$ cat src/rtl/rmt_pkg.sv
// ----------------------------------------------------------------------------
// Running median tracker package
// Shared types, sizes and elaboration-time helpers for the sorted cell chain
// and the registered median readout tree.
// ----------------------------------------------------------------------------
`default_nettype none

package rmt_pkg;

  // Number of sorted cells, i.e. the largest set that can be held.
  localparam int CAPACITY = 1024;

  localparam int SAMPLE_W = 16;
  // Count must be able to hold CAPACITY itself.
  localparam int CNT_W    = $clog2(CAPACITY + 1);
  localparam int IDX_W    = (CAPACITY > 1) ? $clog2(CAPACITY) : 1;

  // Fan-in of each node in the median readout tree.
  localparam int RADIX    = 8;

  typedef logic signed [SAMPLE_W-1:0] sample_t;
  typedef logic [CNT_W-1:0]           count_t;
  typedef logic [IDX_W-1:0]           index_t;

  // Per-cell control, decoded once per cell from the shared count.
  typedef struct packed {
    logic load;      // an item is being inserted this cycle
    logic occupied;  // the cell holds one of the stored samples
    logic at_end;    // the cell is the first free slot
  } cell_ctl_t;

  // Node count of a tree level; level 0 are the cells themselves.
  function automatic int level_nodes(input int lvl);
    int n;
    n = CAPACITY;
    for (int k = 0; k < lvl; k++) begin
      n = (n + RADIX - 1) / RADIX;
    end
    return n;
  endfunction

  // Levels needed to reduce all cells to a single node.
  function automatic int tree_depth();
    int n;
    int d;
    n = CAPACITY;
    d = 0;
    while (n > 1) begin
      n = (n + RADIX - 1) / RADIX;
      d = d + 1;
    end
    return (d < 1) ? 1 : d;
  endfunction

  localparam int TREE_LEVELS = tree_depth();

  // Position of the first node of a level (from 1) in the flat node array.
  function automatic int level_offset(input int lvl);
    int s;
    s = 0;
    for (int k = 1; k < lvl; k++) begin
      s = s + level_nodes(k);
    end
    return s;
  endfunction

  localparam int TREE_NODES = level_offset(TREE_LEVELS + 1);
  localparam int ROOT_NODE  = level_offset(TREE_LEVELS);

endpackage

`default_nettype wire

$ cat src/rtl/rmt_node.sv
// ----------------------------------------------------------------------------
// Running median tracker readout node
// Registered OR of a group of masked values; only one input in the whole tree
// is non-zero, so the OR passes the selected value towards the root.
// ----------------------------------------------------------------------------
`default_nettype none

module rmt_node (
  input  wire logic                                            clk,
  input  wire logic                                            adv_i,
  input  wire logic [rmt_pkg::RADIX-1:0][rmt_pkg::SAMPLE_W-1:0] kids_i,
  output logic [rmt_pkg::SAMPLE_W-1:0]                         sum_o
);

  logic [rmt_pkg::SAMPLE_W-1:0] sum_r;
  logic [rmt_pkg::SAMPLE_W-1:0] sum_nxt;

  always_comb begin
    sum_nxt = '0;
    for (int k = 0; k < rmt_pkg::RADIX; k++) begin
      sum_nxt = sum_nxt | kids_i[k];
    end
  end

  always_ff @(posedge clk) begin
    if (adv_i) begin
      sum_r <= sum_nxt;
    end
  end

  assign sum_o = sum_r;

endmodule

`default_nettype wire

$ cat config.mk
export PLATFORM = sky130hd
export DESIGN_NAME = rmt_node
export DESIGN_NICKNAME = d
export VERILOG_FILES = /design/src/rtl/rmt_pkg.sv /design/src/rtl/rmt_node.sv
export SDC_FILE = /design/constraint.sdc
export NUM_CORES = 1
export LEC_CHECK = 0
export BUFFER_PORTS_ARGS = -buffer_cell sky130_fd_sc_hd__buf_2
export CORE_UTILIZATION = 25
export CTS_BUF_LIST = sky130_fd_sc_hd__clkbuf_8
export DETAILED_ROUTE_END_ITERATION = 10
export HOLD_SLACK_MARGIN = 0.08
export PLACE_DENSITY = 0.89
export REMOVE_ABC_BUFFERS = 1
export SYNTH_ARGS = -nofsm -noshare
export SYNTH_HDL_FRONTEND = slang
export SYNTH_SLANG_ARGS = --single-unit
$ cat constraint.sdc
create_clock -name clk -period 0.87 [get_ports clk]
set_input_delay 0.174 -clock clk [delete_from_list [all_inputs] [get_ports clk]]
set_output_delay 0.174 -clock clk [all_outputs]
set_load 0.02 [all_outputs]
==> impl_metrics.tcl <==
set metrics [dict create \
    area_delta_synth_final_pct 119 \
    synth_area_sq_um 741 \
    largest_reg_flops 16 \
    synth-compound-area-share_pct 0 \
    yosys-mux-area-fraction_pct 0 \
    seqPwrFrac_pct 47.2 \
    ys_seq_elements 16 \
    cts_buffers 3 \
    intPower_mw 1.47 \
    numPortBuffers 145 \
    postSynthAreaPerCell_sq_um 11.6 \
    outcome "complete, but fails checks" \
    track_usage_pct 15.5 \
    cts_buffer_depth 2 \
    antenna_cells 0 \
    vias 1137 \
    cp-start-kind "flop" \
    drive_gt1_share_pct 69.6 \
    first_pass_iters 4 \
    p_leak_nw 0.799 \
    clk_pin_slew_ps 60 \
    setup_viol 16 \
    powerDensity_nw_per_um2 1180 \
    ys_types 3 \
    die_h_um 56.4 \
    post-route-period-util_pct 109 \
    dpl_worst_slack_ps -49.1 \
    cts-hold-fix-buffers 0 \
    grt_max_degree 17 \
    die_w_um 56.4 \
    rsz0062_at_grt "true" \
    grt_pass1_wl_um 3870 \
    start_util_pct 26.6 \
    cp.arrival_ps 780 \
    fin_nets 345 \
    cts_tree "built" \
    p_sw_share_pct 22.6 \
    path_class "flop to output port" \
    crit_fanout 1 \
    worst_pin_slew_ps 304 \
    crit_chain "buf_6" \
    gr-total-overflow 0 \
    vdd_drop_max_mv 0.931 \
    critPathMaxStageDelay_ps 390 \
    p_switching_mw 0.430 \
    violations "setup timing" \
    whs_ps 177 \
    layoutNonFillerInstCount 245 \
    synthSimpleGateAreaFrac_pct 35.1 \
    ctsResizeCount 6 \
    endpoint_kind "output port" \
    max-slew-margin-rel_pct 79.6 \
    place_area_sq_um 1530 \
    seq_area_frac_synth_pct 64.9 \
    placed_cells 241 \
    slew_violations 0 \
    drcViolationCount 0 \
    place_congestion 0.695 \
    postRouteAntennaNets 0 \
    finalWorstSetupSlack_ps -80.9 \
    root_buffer "clkbuf_8" \
    path_buf_inv 1 \
    setup_tns_ps -1130 \
    max_freq_mhz 1050 \
    syn_inst 64 \
    cts_setup_buffers 0 \
    period_needed_ps 951 \
    min_to "sum_o[13]" \
    power.total_mw 1.91 \
    grt_pass1_vias 1015 \
    synth_top_family_by_area "simple AND/OR/NAND/NOR gates" \
    yosys_warnings 0 \
    ios 146 \
    htreeDepth 1 \
    drt-initial-drc-count 17 \
    required_ps 700 \
    wire_per_inst_um 10.6 \
    hold_start "kids_i[125]" \
    crit_family "flip-flops" \
    finalWirelength_um 2600 \
    clkPwrFrac_pct 29.3 \
    postLayoutCellArea_sq_um 1620 \
    antenna_found_initial 0 \
    fin_util_pct 58.3 \
    maxCapViolCount 0 \
    vias_per_cell 4.64 \
    cts.sinks 16 \
    core-area_sq_um 2780 \
    rows 19 \
    finalHoldViolCount 0 \
    synth_fa_ha_area_share_pct 0 \
    hold_class "primary input to flop" \
    min_path_cells 3 \
    critical-path-slowest-cell "edfxtp_1" \
    p_comb_share_pct 23.6 \
    dp_hpwl_um 2260 \
    synthXorXnorAreaFrac_pct 0 \
    die-area_sq_um 3180 \
]
[synth_stat cells]
master | number | area (sq um)
edfxtp_1 | 16 | 480
nor4_1 | 32 | 200
nand2_1 | 16 | 60.1
[cells in the final DEF, fill, tap and decap left out]
cell type	count
clkbuf_8	3
buf_6	8
edfxtp_1	16
buf_2	137
nand2_1	16
clkinv_1	1
nor4_1	32
buf_12	1
[final cells by class]
type	count	area, sq um
fill	249	1160
timing repair buffer	146	796
sequential	16	480
multi-input combinational	48	260
clock buffer	3	41.3
tap	31	38.8
clock inverter	1	3.75
[worst max-delay path by stage]
stage                     from        end  cells past startpoint
finish               sum_o[10]  sum_o[10]                      1
global route          sum_o[8]   sum_o[8]                      1
CTS                   sum_o[8]   sum_o[8]                      1
detailed placement  kids_i[70]   sum_o[6]                      3
global placement    kids_i[28]  sum_o[12]                      3
floorplan           kids_i[16]   sum_o[0]                      2
[layer usage]
metal  vias to the layer above  GRT usage (%)  share of wire [%]
li1                        571              -                  -
met1                       480           14.2                 33
met2                        82           32.3                 54
met3                         4           3.46                 12
met4                         0           5.23               0.85
met5                         -              0                  0
[power groups by stage]
stage	logic, mW	clock network [mW]	registers (mW)
6_report	0.449	0.557	0.899
5_1_grt	0.484	0.602	0.902
4_1_cts	0.440	0.570	0.896
3_5_place_dp	0.430	0	0.910
3_3_place_gp	0.422	0	0.910
2_1_floorplan	0.0277	0	0.968
[cells by family after synthesis]
group,after synthesis
flops,16
simple gates,48
(Power assumes the default switching activity.)
