### config.mk
export PLATFORM = sky130hd
export DESIGN_NAME = rmt_cell
export DESIGN_NICKNAME = d
export VERILOG_FILES = /design/src/rtl/rmt_pkg.sv /design/src/rtl/rmt_cell.sv
export SDC_FILE = /design/constraint.sdc
export NUM_CORES = 1
export LEC_CHECK = 0
export BUFFER_PORTS_ARGS = -buffer_cell sky130_fd_sc_hd__buf_4
export CAP_MARGIN = 20
export CORE_ASPECT_RATIO = 0.7
export CORE_UTILIZATION = 35
export CTS_CLUSTER_DIAMETER = 60
export DETAILED_ROUTE_END_ITERATION = 16
export PLACE_DENSITY = 0.63
export REMOVE_ABC_BUFFERS = 1
export SYNTH_ARGS = -nofsm -noshare
export SYNTH_HDL_FRONTEND = slang
export SYNTH_SLANG_ARGS = --single-unit
### constraint.sdc
create_clock -name clk -period 3.1 [get_ports clk]
set_clock_uncertainty 0.15 [all_clocks]
set_input_delay 0.155 -clock clk [delete_from_list [all_inputs] [get_ports clk]]
set_output_delay 0.155 -clock clk [all_outputs]
set_load 0.02 [all_outputs]
### src/rtl/rmt_pkg.sv
// ----------------------------------------------------------------------------
// Running median tracker package
// Shared types, sizes and elaboration-time helpers for the sorted cell chain
// and the registered median readout tree.
// ----------------------------------------------------------------------------
`default_nettype none

package rmt_pkg;

  // Number of sorted cells, i.e. the largest set that can be held.
  localparam int CAPACITY = 1024;

  localparam int SAMPLE_W = 16;
  // Count must be able to hold CAPACITY itself.
  localparam int CNT_W    = $clog2(CAPACITY + 1);
  localparam int IDX_W    = (CAPACITY > 1) ? $clog2(CAPACITY) : 1;

  // Fan-in of each node in the median readout tree.
  localparam int RADIX    = 8;

  typedef logic signed [SAMPLE_W-1:0] sample_t;
  typedef logic [CNT_W-1:0]           count_t;
  typedef logic [IDX_W-1:0]           index_t;

  // Per-cell control, decoded once per cell from the shared count.
  typedef struct packed {
    logic load;      // an item is being inserted this cycle
    logic occupied;  // the cell holds one of the stored samples
    logic at_end;    // the cell is the first free slot
  } cell_ctl_t;

  // Node count of a tree level; level 0 are the cells themselves.
  function automatic int level_nodes(input int lvl);
    int n;
    n = CAPACITY;
    for (int k = 0; k < lvl; k++) begin
      n = (n + RADIX - 1) / RADIX;
    end
    return n;
  endfunction

  // Levels needed to reduce all cells to a single node.
  function automatic int tree_depth();
    int n;
    int d;
    n = CAPACITY;
    d = 0;
    while (n > 1) begin
      n = (n + RADIX - 1) / RADIX;
      d = d + 1;
    end
    return (d < 1) ? 1 : d;
  endfunction

  localparam int TREE_LEVELS = tree_depth();

  // Position of the first node of a level (from 1) in the flat node array.
  function automatic int level_offset(input int lvl);
    int s;
    s = 0;
    for (int k = 1; k < lvl; k++) begin
      s = s + level_nodes(k);
    end
    return s;
  endfunction

  localparam int TREE_NODES = level_offset(TREE_LEVELS + 1);
  localparam int ROOT_NODE  = level_offset(TREE_LEVELS);

endpackage

`default_nettype wire

### src/rtl/rmt_cell.sv
// ----------------------------------------------------------------------------
// Running median tracker sorted cell
// One slot of the ascending chain: compares its value with the new sample and
// either keeps it, takes its lower neighbour's value or takes the sample.
// ----------------------------------------------------------------------------
`default_nettype none

module rmt_cell (
  input  wire logic               clk,
  input  wire rmt_pkg::cell_ctl_t ctl_i,
  input  wire rmt_pkg::sample_t   sample_i,
  input  wire rmt_pkg::sample_t   prev_val_i,
  input  wire logic               prev_gt_i,
  output rmt_pkg::sample_t        val_o,
  output logic                    gt_o
);

  rmt_pkg::sample_t val_r;
  rmt_pkg::sample_t val_nxt;
  logic             write;

  // A stored value above the sample moves up by one slot.
  assign gt_o  = ctl_i.occupied && (val_r > sample_i);
  assign write = ctl_i.load && (gt_o || ctl_i.at_end);

  always_comb begin
    val_nxt = val_r;
    if (write) begin
      val_nxt = prev_gt_i ? prev_val_i : sample_i;
    end
  end

  always_ff @(posedge clk) begin
    val_r <= val_nxt;
  end

  assign val_o = val_r;

endmodule

`default_nettype wire

==> flow_metrics.env <==
export IMPL_place_ws_ps=682.8
export IMPL_grt_pass1_wl_um=4112
export IMPL_cts_made_buffers=3
export IMPL_critPathKind="reg2reg"
export IMPL_status="completed"
export IMPL_critPathSlowestCell="a2111o_1"
export IMPL_setup_viol=0
export IMPL_fp_row_count=16
export IMPL_hold_path_class="in2reg"
export IMPL_instances_no_fill=203
export IMPL_setup_ws_ps=665.7
export IMPL_startpoint="val_o[15]"
export IMPL_fin_setup_tns_ps=0
export IMPL_path_depth=6
export IMPL_die_area_um2=3341
export IMPL_cts_sinks=16
export IMPL_area_growth_syn_to_layout_pct=44.83
export IMPL_wl_per_cell_um=12.66
export IMPL_r2r_start="val_o[15]"
export IMPL_drt_total_wl_um=2570
export IMPL_drt_initial_drc_count=39
export IMPL_period_share_pct=78.53
export IMPL_dpl_instance_area_um2=1535
export IMPL_cts_resized=0
export IMPL_cts_clk_slew_worst_paths_ps=60
export IMPL_worst_ir_drop_vdd_uv=230.5
export IMPL_clk_path_buf_depth=2
export IMPL_r2r_slack_ps=670
export IMPL_grt_pass1_vias=934
export IMPL_synth_avg_cell_area_um2=9.719
export IMPL_max_cap_violations=0
export IMPL_cellPowerDensity_nw_per_um2=383.1
export IMPL_dr_total_vias=997
export IMPL_port_buffers=53
export IMPL_clock_root_buffer="clkbuf_8"
export IMPL_worst_pin_slew_ps=369.6
export IMPL_largest_reg_flops=16
export IMPL_slowest_delay_ps=440
export IMPL_cts_tree="built"
export IMPL_start_util_pct=37.76
export IMPL_endpoint="val_o[15]"
export IMPL_leakagePower_nw=0.7696
export IMPL_grt_usage_pct=16.78
export IMPL_holdWs_ps=30.29
export IMPL_path_max_fanout=9
export IMPL_clock_latency_ps=250
export IMPL_worstPathArrival_ps=2240
export IMPL_synth_distinct_cells=22
export IMPL_finalInstanceArea_um2=1577
export IMPL_syn_area_um2=1089
export IMPL_crit_chain="ha_1 -> nand4_2 -> a2111o_1 -> a31oi_2 -> o221a_1 -> buf_4"
export IMPL_die_y_um=48.66
export IMPL_drtAntennaViolNets=0
export IMPL_postSynthCellCount=112
export IMPL_worst_path_buf_inv=1
export IMPL_yosysWarnings=0
export IMPL_cp_required_ps=2910
export IMPL_drv_slew=0
export IMPL_vias_per_cell=4.911
export IMPL_grt_max_degree=32
export IMPL_cts_max_level=1
export IMPL_antenna_found_initial=0
export IMPL_core_area_um2=2883
export IMPL_slew_headroom_pct=75.04
export IMPL_cts_hold_buffers_added=0
export IMPL_cts_setup_buffers=0
export IMPL_layout_drive_gt1_share_pct=37.72
export IMPL_die_w_um=68.66
export IMPL_place_congestion=0.7353
export IMPL_first_pass_iters=4
export IMPL_layout_min_cycle_time_ps=2434
export IMPL_reg2reg_depth=6
export IMPL_max_freq_mhz=410.8
export IMPL_rsz0062_at_grt="false"
export IMPL_ys_seq_elements=16
export IMPL_ios=54
export IMPL_r2r_end="val_o[15]"
export IMPL_dp_cells=200
export IMPL_drc=0
export IMPL_path_delay_family="compound AO/OA/AOI/OAI gates"
export IMPL_end_kind="flip-flop"
export IMPL_nets=222
export IMPL_crit_path_start_kind="flip-flop"
export IMPL_dpl_hpwl_um=2133
export IMPL_ys_seq_area_share_pct=44.14
export IMPL_n_antenna_cell=0
export IMPL_grt_remaining_overflow=0
export IMPL_hold_violations=0
export IMPL_holdPathStages=3
[cells in the mapped netlist]
master | instances | area (um^2)
nand2_1 | 18 | 67.56
inv_1 | 17 | 63.81
o21ai_0 | 17 | 85.08
edfxtp_1 | 16 | 480.5
ha_1 | 16 | 200.2
a21oi_1 | 7 | 35.03
clkbuf_1 | 3 | 11.26
nand4_1 | 3 | 18.77
nor2_1 | 2 | 7.510
a2111o_1 | 1 | 11.26
a211oi_1 | 1 | 7.510
a31oi_2 | 1 | 12.51
and2_4 | 1 | 8.760
mux2_2 | 1 | 11.26
nand4_2 | 1 | 12.51
nor2b_1 | 1 | 6.260
o211ai_1 | 1 | 7.510
o21a_1 | 1 | 7.510
o221a_1 | 1 | 11.26
o41ai_1 | 1 | 8.760
or2_2 | 1 | 6.260
or2b_1 | 1 | 7.510
[worst min-delay path by stage]
stage / from / to / slack [ps]
6_report: prev_val_i[5] / val_o[5] / 30
5_1_grt: prev_val_i[5] / val_o[5] / 40
4_1_cts: prev_val_i[5] / val_o[5] / 20
3_5_place_dp: prev_val_i[5] / val_o[5] / 290
3_3_place_gp: prev_val_i[13] / val_o[13] / 280
2_1_floorplan: prev_gt_i / val_o[10] / 190
[per-stage QoR]
stage / total power [W] / utilization (%)
4_1_cts: 0.0006130 / 54.69
3_5_place_dp: 0.0004531 / 53.26
5_1_grt: 0.0006388 / 54.69
6_report: 0.0006040 / 54.69
2_1_floorplan: 0.0003635 / -
3_3_place_gp: 0.0004466 / 53.26
[layout make-up]
type | instances | area, um^2
clock buffers | 3 | 41.29
fillers | 296 | 1306
inverters | 17 | 63.81
multi-input cells | 76 | 533.0
flip-flops and latches | 16 | 480.5
well taps | 36 | 45.04
repair buffers | 55 | 412.9
[where the power goes]
group | switching [W] | leakage, nW | internal [W] | total [W]
Clock | 0.0000711 | 0.0216 | 0.0000862 | 0.000157
Sequential | 0.00000943 | 0.153 | 0.000260 | 0.000270
Combinational | 0.0000892 | 0.595 | 0.0000877 | 0.000177
[metal layers]
metal / vias to the layer above / GRT usage, % / share of wire, %
met5: - / 0 / 0
met4: 0 / 4.167 / 0.54
met3: 3 / 4.953 / 8.7
met2: 39 / 26.63 / 45
met1: 447 / 22.04 / 46
li1: 508 / - / -
[worst min-delay path, cell delays in order]
cell and delay [ps]:
buf_4 70, nand2_1 40, o21ai_0 50
[layout by cell type (no fill, tap or decap), types with 2 or more instances in the layout]
master and count:
nand4_1 3, nand2_1 18, ha_1 16, a21oi_1 7
nor2_1 2, inv_1 17, o21ai_0 17, clkbuf_8 3
buf_4 55, edfxtp_1 16
[cells by family after synthesis]
logic type      after synthesis  share of synthesized area (%)
fa+ha+maj                    16                          18.39
flops                        16                          44.14
simple gates                 28                          12.41
mux                           1                          1.034
buf+inv                      20                          6.896
compound gates               31                          17.13
(Power assumes the default switching activity.)
